==> src/hw/rtl/rpf_pkg.sv <==
// rpf_pkg: shared constants, item codes, word-stage struct and the crc-32 word update
// depends on nothing; used by every module of the packet framer

package rpf_pkg;

  localparam logic [31:0] HEADER_WORD = 32'hCAFE8000;
  localparam logic [31:0] CRC_POLY    = 32'h04C11DB7;

  // item codes on the mode field
  localparam logic [1:0] MODE_START = 2'd0;
  localparam logic [1:0] MODE_ADD   = 2'd1;
  localparam logic [1:0] MODE_CLOSE = 2'd2;

  // one packet word leaving the sequencer, with its crc action
  typedef struct packed {
    logic [31:0] word;
    logic        last;
    logic        emit;
    logic        clear;
    logic        feed;
  } rpf_word_t;

  // crc-32, msb first, no reflection: one 32-bit word per call
  function automatic logic [31:0] crc32_word(input logic [31:0] crc, input logic [31:0] data);
    logic [31:0] c;
    logic        fb;
    c = crc;
    for (int i = 31; i >= 0; i--) begin
      fb = c[31] ^ data[i];
      c  = {c[30:0], 1'b0} ^ (fb ? CRC_POLY : 32'h0);
    end
    return c;
  endfunction

endpackage

==> src/hw/rtl/rpf_ifs.sv <==
// rpf_ifs: valid/ready channel interfaces for the packet framer
// input item channel and output word channel; no dependencies

interface rpf_in_if;
  logic        valid;
  logic        ready;
  logic [1:0]  mode;
  logic [31:0] payload_length;
  logic [31:0] trigger_number;
  logic [63:0] roi_entry;

  modport source (output valid, mode, payload_length, trigger_number, roi_entry, input ready);
  modport sink   (input valid, mode, payload_length, trigger_number, roi_entry, output ready);
endinterface

interface rpf_out_if;
  logic        valid;
  logic        ready;
  logic [31:0] out_word;
  logic        last_word;

  modport source (output valid, out_word, last_word, input ready);
  modport sink   (input valid, out_word, last_word, output ready);
endinterface

==> src/hw/rtl/rpf_sequencer.sv <==
// rpf_sequencer: item holding register and word sequencer
// depends on rpf_pkg and rpf_in_if; emits one packet word per cycle while an item is held and can_load is high

module rpf_sequencer (
  input  logic               clk,
  input  logic               rst,
  rpf_in_if.sink             in_ch,
  input  logic               can_load,
  input  logic [31:0]        crc,
  output rpf_pkg::rpf_word_t wsel
);
  import rpf_pkg::*;

  logic        busy;
  logic [1:0]  mode;
  logic [1:0]  idx;
  logic [31:0] len;
  logic [31:0] trig;
  logic [63:0] entry;

  logic has_word;
  logic final_word;
  logic done;
  logic accept;

  always_comb begin
    wsel       = '0;
    has_word   = 1'b1;
    final_word = 1'b0;
    case (mode)
      MODE_START: begin
        case (idx)
          2'd0: begin
            wsel.word  = len;
            wsel.clear = 1'b1;
          end
          2'd1: begin
            wsel.word = HEADER_WORD;
            wsel.feed = 1'b1;
          end
          default: begin
            wsel.word  = trig;
            wsel.feed  = 1'b1;
            final_word = 1'b1;
          end
        endcase
      end
      MODE_ADD: begin
        wsel.feed = 1'b1;
        if (idx == 2'd0) begin
          wsel.word = entry[63:32];
        end else begin
          wsel.word  = entry[31:0];
          final_word = 1'b1;
        end
      end
      MODE_CLOSE: begin
        wsel.word  = crc;
        wsel.last  = 1'b1;
        final_word = 1'b1;
      end
      default: begin
        // unused code: dropped without a word
        has_word   = 1'b0;
        final_word = 1'b1;
      end
    endcase
    wsel.emit = busy && has_word && can_load;
  end

  assign done        = busy && (has_word ? (can_load && final_word) : 1'b1);
  assign in_ch.ready = !busy || done;
  assign accept      = in_ch.valid && in_ch.ready;

  always_ff @(posedge clk) begin
    if (rst) begin
      busy <= 1'b0;
      idx  <= 2'd0;
    end else if (accept) begin
      busy <= 1'b1;
      idx  <= 2'd0;
    end else if (done) begin
      busy <= 1'b0;
    end else if (wsel.emit) begin
      idx <= idx + 2'd1;
    end
  end

  always_ff @(posedge clk) begin
    if (accept) begin
      mode  <= in_ch.mode;
      len   <= in_ch.payload_length;
      trig  <= in_ch.trigger_number;
      entry <= in_ch.roi_entry;
    end
  end

endmodule

==> src/hw/rtl/rpf_crc.sv <==
// rpf_crc: running crc-32 register, fed one packet word per cycle while the sequencer emits words
// depends on rpf_pkg for the word struct and the update function

module rpf_crc (
  input  logic               clk,
  input  logic               rst,
  input  rpf_pkg::rpf_word_t wsel,
  output logic [31:0]        crc
);
  import rpf_pkg::*;

  always_ff @(posedge clk) begin
    if (rst) begin
      crc <= 32'h0;
    end else if (wsel.emit && wsel.clear) begin
      crc <= 32'h0;
    end else if (wsel.emit && wsel.feed) begin
      crc <= crc32_word(crc, wsel.word);
    end
  end

endmodule

==> src/hw/rtl/roi_packet_framer_crc32_unit.sv <==
// roi_packet_framer_crc32_unit: top level of the crc-32 packet framer
// depends on rpf_pkg, rpf_ifs, rpf_sequencer and rpf_crc
//
// usage
//   in_ch carries one item per word handshake: start (length, trigger),
//   add (64-bit entry) or close. out_ch carries the packet, one 32-bit
//   word per handshake, last_word high on the crc word.
//   a start gives length, header 0xcafe8000 and trigger; an add gives the
//   entry high word then low word; a close gives the running crc.
//   the crc covers every word after the length word up to the crc word, msb first.
// sequencing
//   an item is taken into the holding register at the accepting edge and its
//   first word enters the output register once that register can load.
//   the output register takes one word per cycle while it can load; a start
//   holds the sequencer for three words, an add two, a close one, and the
//   unused code is dropped without a word. the next item is accepted in the
//   cycle its predecessor's last word moves on.
// reset
//   clears the crc to zero and empties the holding and output registers.
// stalls
//   while out_ch.ready is low a held output word stays, the sequencer waits
//   once the output register is full, and in_ch.ready drops once an item is held.

module roi_packet_framer_crc32_unit (
  input  logic     clk,
  input  logic     rst,
  rpf_in_if.sink   in_ch,
  rpf_out_if.source out_ch
);
  import rpf_pkg::*;

  rpf_word_t   wsel;
  logic [31:0] crc;
  logic        can_load;
  logic        out_valid;

  // output register frees when empty or when its word is taken
  assign can_load = !out_valid || out_ch.ready;

  rpf_sequencer u_seq (
    .clk      (clk),
    .rst      (rst),
    .in_ch    (in_ch),
    .can_load (can_load),
    .crc      (crc),
    .wsel     (wsel)
  );

  // crc register updates as each covered word enters the output register
  rpf_crc u_crc (
    .clk  (clk),
    .rst  (rst),
    .wsel (wsel),
    .crc  (crc)
  );

  always_ff @(posedge clk) begin
    if (rst) begin
      out_valid <= 1'b0;
    end else if (wsel.emit) begin
      out_valid <= 1'b1;
    end else if (out_ch.ready) begin
      out_valid <= 1'b0;
    end
  end

  always_ff @(posedge clk) begin
    if (wsel.emit) begin
      out_ch.out_word  <= wsel.word;
      out_ch.last_word <= wsel.last;
    end
  end

  assign out_ch.valid = out_valid;

endmodule

==> src/flat_wrapper.sv <==
// flat-port wrapper written by rule: the top's interface ports become plain ports
module roi_packet_framer_crc32_unit_flat import rpf_pkg::*;
  (clk, rst, in_ch_valid, in_ch_mode, in_ch_payload_length, in_ch_trigger_number, in_ch_roi_entry, in_ch_ready, out_ch_valid, out_ch_out_word, out_ch_last_word, out_ch_ready);
  rpf_in_if in_ch_i ();
  rpf_out_if out_ch_i ();
  input  logic clk;
  input  logic rst;
  input wire logic [$bits(in_ch_i.valid)-1:0] in_ch_valid;
  input wire logic [$bits(in_ch_i.mode)-1:0] in_ch_mode;
  input wire logic [$bits(in_ch_i.payload_length)-1:0] in_ch_payload_length;
  input wire logic [$bits(in_ch_i.trigger_number)-1:0] in_ch_trigger_number;
  input wire logic [$bits(in_ch_i.roi_entry)-1:0] in_ch_roi_entry;
  output wire logic [$bits(in_ch_i.ready)-1:0] in_ch_ready;
  output wire logic [$bits(out_ch_i.valid)-1:0] out_ch_valid;
  output wire logic [$bits(out_ch_i.out_word)-1:0] out_ch_out_word;
  output wire logic [$bits(out_ch_i.last_word)-1:0] out_ch_last_word;
  input wire logic [$bits(out_ch_i.ready)-1:0] out_ch_ready;
  assign in_ch_i.valid = in_ch_valid;
  assign in_ch_i.mode = in_ch_mode;
  assign in_ch_i.payload_length = in_ch_payload_length;
  assign in_ch_i.trigger_number = in_ch_trigger_number;
  assign in_ch_i.roi_entry = in_ch_roi_entry;
  assign in_ch_ready = in_ch_i.ready;
  assign out_ch_valid = out_ch_i.valid;
  assign out_ch_out_word = out_ch_i.out_word;
  assign out_ch_last_word = out_ch_i.last_word;
  assign out_ch_i.ready = out_ch_ready;
  roi_packet_framer_crc32_unit u_core (.clk(clk), .rst(rst), .in_ch(in_ch_i), .out_ch(out_ch_i));
endmodule
==> config.mk <==
export PLATFORM = sky130hd
export DESIGN_NAME = roi_packet_framer_crc32_unit_flat
export DESIGN_NICKNAME = d
export VERILOG_FILES = /design/src/hw/rtl/rpf_pkg.sv /design/src/hw/rtl/rpf_ifs.sv /design/src/hw/rtl/rpf_sequencer.sv /design/src/hw/rtl/rpf_crc.sv /design/src/hw/rtl/roi_packet_framer_crc32_unit.sv /design/src/flat_wrapper.sv
export SDC_FILE = /design/constraint.sdc
export NUM_CORES = 1
export LEC_CHECK = 0
export ABC_AREA = 0
export BUFFER_PORTS_ARGS = -buffer_cell sky130_fd_sc_hd__buf_2
export CAP_MARGIN = 20
export CORE_MARGIN = 4
export CORE_UTILIZATION = 45
export CTS_CLUSTER_SIZE = 8
export DETAILED_ROUTE_END_ITERATION = 10
export PLACE_DENSITY = 0.63
export SYNTH_ARGS = -nofsm -noshare
export SYNTH_HDL_FRONTEND = slang
export SYNTH_SLANG_ARGS = --single-unit
==> constraint.sdc <==
create_clock -name clk -period 12.3 [get_ports clk]
set_input_delay 0.615 -clock clk [delete_from_list [all_inputs] [get_ports clk]]
set_output_delay 0.615 -clock clk [all_outputs]
set_load 0.05 [all_outputs]
== After elaboration in Yosys (flattened, before gate mapping) ==
Index checks and enable logic that the tools add are counted.

* Flip-flop bits (word level): 199
* Input bits: 134
* Output and inout bits: 35

* $add $sub $neg: 1
* Equality and inequality tests: 3
* Multiplexer cells: 48
* Bitwise logic cells: 65
* Reduce and logical (&&, ||, !) cells: 20

{| class="wikitable"
|+ Operators by type and width
! kind !! number
|-
| $xor 32x27->32 || 32
|-
| $mux 27 || 32
|-
| $pmux 32 s3 || 1
|-
| $pmux 32 s2 || 1
|-
| $mux 32 || 1
|-
| $xor 1x1->1 || 32
|-
| $mux 1 || 11
|-
| $logic_and 1x1->1 || 7
|-
| $reduce_or 2->1 || 3
|-
| $eq 2x1->1 const B || 2
|-
| $logic_not 2->1 || 2
|-
| $pmux 1 s2 || 2
|-
| $reduce_bool 2->1 || 2
|-
| $reduce_or 3->1 || 1
|-
| $add 2x1->2 const B || 1
|-
| $eq 2x2->1 const B || 1
|-
| $logic_not 1->1 || 2
|-
| $logic_or 1x1->1 || 2
|-
| $reduce_and 2->1 || 1
|-
| $not 1->1 || 1
|}

== Logic depth before layout (Yosys ltp) ==
* Depth after elaboration: 99
* Gate-level depth with buffers: 18
* Depth with buffers taken out: 14

== By module ==
From an unflattened synthesis, not the netlist that was laid out.

* Cells, all modules: 759
* Area total of the unflattened synthesis: 10681.5 um^2

{| class="wikitable"
|+ By module, submodules not included
! module !! instances !! cells each !! area each (um^2)
|-
| rpf_sequencer || 1 || 353 || 5554.1
|-
| rpf_crc || 1 || 369 || 4090.2
|-
| roi_packet_framer_crc32_unit || 1 || 37 || 1037.2
|}

== Worst setup path before layout ==
OpenSTA, ideal clock, no wires.

* Path type: reg-to-reg
* Start point: reg u_core.u_seq.mode[0]
* End point: reg u_core.u_seq.entry[0] (enable)
* Library setup time: 505 ps
* Arrival time: 6000 ps
* Required time: 11795 ps
* Path slack: 5795 ps
* Stages on the path, launching flop included: 10
* Period minus slack after synthesis: 6505 ps
* Cells stage by stage: edfxtp_1 buf_2 buf_2 buf_2 buf_2 buf_2 buf_1 a21oi_1 o21ai_0 and2_1

* Longest elaborated chain between the ends: 7
* Elaborated cells between the ends (all ways): 11

{| class="wikitable"
|+ RTL lines
! element !! line !! RTL
|-
| start, declared || rpf_sequencer.sv:15 || <nowiki>logic [1:0] mode;</nowiki>
|-
| start signal, assigned || rpf_sequencer.sv:91 || <nowiki>mode <= in_ch.mode;</nowiki>
|-
| $eq 2x1->1 (tied with other cells) || rpf_sequencer.sv:30 || <nowiki>case (mode)</nowiki>
|-
| $pmux 1 s2 or $reduce_or 3->1 (tied branches) || n/a ||
|-
| $logic_and 1x1->1 or $mux 1 (tied branches) || rpf_sequencer.sv:71, rpf_sequencer.sv:30 ||
|-
| $mux 1 * || rpf_sequencer.sv:71 || <nowiki>assign done = busy && (has_word ? (can_load && final_word) : 1'b1);</nowiki>
|-
| $logic_and 1x1->1 * || rpf_sequencer.sv:71 ||
|-
| $logic_or 1x1->1 * || rpf_sequencer.sv:72 || <nowiki>assign in_ch.ready = !busy || done;</nowiki>
|-
| named net in_ch_ready || flat_wrapper.sv:13 || <nowiki>output wire logic [$bits(in_ch_i.ready)-1:0] in_ch_ready;</nowiki>
|-
| $logic_and 1x1->1 * || rpf_sequencer.sv:73 || <nowiki>assign accept = in_ch.valid && in_ch.ready;</nowiki>
|-
| named net u_core.u_seq.accept || rpf_sequencer.sv:24 || <nowiki>logic accept;</nowiki>
|-
| end signal, assigned || rpf_sequencer.sv:94 || <nowiki>entry <= in_ch.roi_entry;</nowiki>
|-
| end, declared || rpf_sequencer.sv:19 || <nowiki>logic [63:0] entry;</nowiki>
|}

Mark *: on every way through the listed nets, which the timed path passes. The rest lies on a longest branch.
A chain may end at the register's enable or synchronous reset.

== Final worst setup path ==
* Start point: reg u_core.u_seq.mode[1]
* End point: reg u_core.u_crc.crc[23]

* Longest elaborated chain between the ends: 46
* Elaborated cells between the ends (all ways): 97

{| class="wikitable"
|+ RTL lines
! element !! line !! RTL
|-
| $eq 2x2->1 (tied with other cells) || rpf_sequencer.sv:30 ||
|-
| $pmux 32 s3 || rpf_sequencer.sv:30 ||
|-
| $xor 1x1->1 || rpf_pkg.sv:29 || <nowiki>fb = c[31] ^ data[i];</nowiki>
|-
| $mux 27 || rpf_pkg.sv:30 || <nowiki>c = {c[30:0], 1'b0} ^ (fb ? CRC_POLY : 32'h0);</nowiki>
|-
| $xor 32x27->32 (6 in series) || rpf_pkg.sv:30 ||
|-
| $xor 1x1->1 || rpf_pkg.sv:29 ||
|-
| $mux 27 || rpf_pkg.sv:30 ||
|-
| $xor 32x27->32 (6 in series) || rpf_pkg.sv:30 ||
|-
| (+9 left out) || n/a ||
|-
| $mux 27 || rpf_pkg.sv:30 ||
|-
| $xor 32x27->32 (6 in series) || rpf_pkg.sv:30 ||
|-
| $xor 1x1->1 || rpf_pkg.sv:29 ||
|-
| $mux 27 || rpf_pkg.sv:30 ||
|-
| $xor 32x27->32 (6 in series) || rpf_pkg.sv:30 ||
|-
| $xor 1x1->1 || rpf_pkg.sv:29 ||
|-
| $mux 27 || rpf_pkg.sv:30 ||
|-
| $xor 32x27->32 (2 in series) || rpf_pkg.sv:30 ||
|-
| end signal, assigned || rpf_crc.sv:18 || <nowiki>crc <= crc32_word(crc, wsel.word);</nowiki>
|-
| end, declared || rpf_crc.sv:8 || <nowiki>output logic [31:0] crc</nowiki>
|}

Parallel ways exist; a longest one is shown, timed or not.

==> flow_summary_export.csv <==
group,metric,value,unit
synthesis,ys.flop_type,"edfxtp_1",
synthesis,yosysTopAreaCell,"edfxtp_1",
synthesis,synth-adder-area-share,0.00332,
timing,setup-tns-final,0,ns
synthesis,synth-seq-cells,199,
run_status,outcome,"finished clean",
timing,final.setup_skew,0.0199,ns
setup_path,path_delay_family,"XOR/XNOR gates",
synthesis,synth-edff-count,163,
layout,diodes,0,
routing,wire_per_inst,22.1,um
die,dieArea,27800,um^2
synthesis,muxShareOfSynthArea,0.0438,
synthesis,yosys-top-cells-area,"edfxtp_1, xnor2_1, dfxtp_1, xnor3_1, xor2_1",
setup_path,crit_slowest_cell,"clkinv_1",
timing,period_share,0.506,
global_route,grt_pass1_vias,7158,
setup_path,worst-path-buf-inv,2,
clock_network,ctsHoldBuffers,0,
global_route,grt_max_degree,80,
placed_design,port_buffers,168,
setup_path,crit_chain,"buf_4 -> clkinv_1 -> and4_1 -> a211oi_4 -> xor2_1 -> xnor3_1 -> xnor3_1 -> xnor3_1 -> xor3_2 -> xnor2_4 -> xnor3_1 -> o21a_1 -> nor2_1",
clock_network,clockBufferDepth,2,
clock_network,cts_htree_levels,4,
synthesis,ys_async_sr_fraction,0,
placed_design,gp_congestion,0.948,
setup_path,cp-end-kind,"flip-flop",
routing,viasPerCell,5.47,
setup_path,crit_path_max_incr_delay,1.00,ns
clock_network,cts_sinks,199,
synthesis,syn_area,11300,um^2
synthesis,synth_top_family_by_area,"XOR/XNOR gates",
clock_network,path_clk_slew,0.10,ns
placed_design,hpwl,21700,um
synthesis,synth_cells,841,
setup_path,arrival,6.61,ns
layout,area_growth,15.5,%
routing,routed_wl,29400,um
routing,vias,7286,
setup_path,crit_path_start_kind,"flip-flop",
timing,rsz0062_at_grt,"false",
synthesis,synth-xor-area-share,0.260,
timing,fmax,161,MHz
die,start_util,0.461,
timing,final-max-slew-violation-count,0,
layout,multi_input_comb_area,5450,um^2
timing,hold_viol,0,
global_route,overflow,0,
routing,drtIter0Drc,626,
die,die_w,167,um
clock_network,cts_root_buffer,"clkbuf_16",
layout,drive_gt1_frac,0.271,
layout,final_nets,1132,
synthesis,yosys.area_share.simple,0.0639,
global_route,antenna_found_initial,0,
clock_network,numCtsBuffers,17,
routing,drc,0,
layout,nFillCells,2130,
synthesis,seq_area_frac_synth,0.496,
synthesis,synth_compound_area_frac,0.109,
clock_network,cts_tree,"yes",
worst_hold_path,hp-class,"input pin to flip-flop",
synthesis,synth.distinct_cells,74,
die,ioPinCount,169,
timing,min_period,6.22,ns
die,dieHeight,167,um
timing,setup_violations,0,
timing,slew_headroom,0.325,
clock_network,post_cts_resized,0,
setup_path,cp_max_fo,72,
setup_path,path_class,"flip-flop to flip-flop",
synthesis,avgSynthCellArea,13.5,um^2
clock_network,cts_setup_buffers,0,
synthesis,synthesis.nets,978,
global_route,grt_pass1_wl,44400,um
setup_path,path_common_cell,"xnor3_1",
clock_network,clk_latency,0.45,ns
synthesis,yosysTopAreaCellShare,0.432,
die,core_area,24500,um^2
setup_path,critPathRequiredTime,12.69,ns
synthesis,yosysWarnings,0,
run,max-cap-violations,0,
routing,dr.pass1.iters,5,
routing,ant_nets,0,
timing,worst_pin_slew,1.01,ns
global_route,grtUsageTotal,0.208,
die,num_rows,57,
layout,ff_latch_area,5620,um^2
==> Yosys cell counts (all sizes together) (5+ instances only) <==
master and number:
mux2i 39, nor2b 5, xnor2 142, dfxtp 36
nor2 27, or2 6, edfxtp 163, nand2 54
o21ai 9, a22o 14, nor3 6, a221oi 14
and2 11, xor3 6, xnor3 37, xor2 56
inv 7, mux2 9, a31oi 5, a22oi 13
a211oi 18, clkbuf 17, o211ai 15, a21oi 27
buf 28, and4 5, o211a 6, a21o 7
nand4 8, o22ai 6
==> state kept, by name (all words and copies together), names as in the netlist <==
register / count
u_core.u_seq.entry: 64
u_core.out_ch.out_word: 32
u_core.u_seq.len: 32
u_core.u_seq.idx: 2
u_core.u_seq.trig: 32
u_core.u_seq.mode: 2
u_core.u_seq.busy: 1
u_core.u_crc.crc: 32
u_core.out_ch.valid: 1
u_core.out_ch.last_word: 1
==> cell type report <==
type | instances | share of cell area
clock buffer | 17 | 0.0325
multi-input combinational | 589 | 0.417
sequential | 199 | 0.429
tap | 324 | 0.0310
timing repair buffer | 180 | 0.0712
inverter | 8 | 0.00230
clock inverter | 15 | 0.0169
==> metal layers <==
layer	global-route usage	up-vias	share of wire
met5	0	-	0
met4	0.0647	0	0.025
met3	0.0341	45	0.050
met2	0.337	247	0.48
met1	0.291	3579	0.45
li1	-	3415	-
==> stage by stage <==
step | util | hold slack, ns | cell area (um^2) | setup slack (ns) | std cells
after global placement | 0.507 | 0.467 | 12400 | 6.17 | 1300
after CTS | 0.533 | 0.314 | 13100 | 6.16 | 1332
after detailed placement | 0.507 | 0.481 | 12400 | 6.20 | 1300
after global routing | 0.533 | 0.309 | 13100 | 5.72 | 1332
final | 0.533 | 0.328 | 13100 | 6.08 | 1332
after floorplan | - | 0.435 | 11300 | 5.79 | 841
==> placed cells by master (no fill, tap or decap), types with 25 or more instances in the layout <==
cell type    n
a21oi_1     27
buf_2      168
dfxtp_1     36
edfxtp_1   163
mux2i_1     39
nand2_1     54
nor2_1      25
xnor2_1    127
xnor3_1     32
xor2_1      51
==> path summary, 6_finish.rpt <==
check / from / end / slack, ns / cells after the start
hold reg to reg: u_core.u_seq.busy / u_core.out_ch.valid / 0.49 / 2
hold / removal: in_ch_roi_entry[2] / u_core.u_seq.entry[2] / 0.33 / 1
setup / recovery: u_core.u_seq.mode[1] / u_core.u_crc.crc[23] / 6.08 / 13
setup reg to reg: u_core.u_seq.mode[1] / u_core.u_crc.crc[23] / 6.08 / 13
==> cells by family after synthesis <==
logic type | after synthesis
flops | 199
mux | 48
compound gates | 158
fa+ha+maj | 3
buf+inv | 53
simple gates | 139
xor+xnor | 241
Power is not shown: default switching activity piles up to over one toggle a cycle in this logic, so the estimate is an artifact.
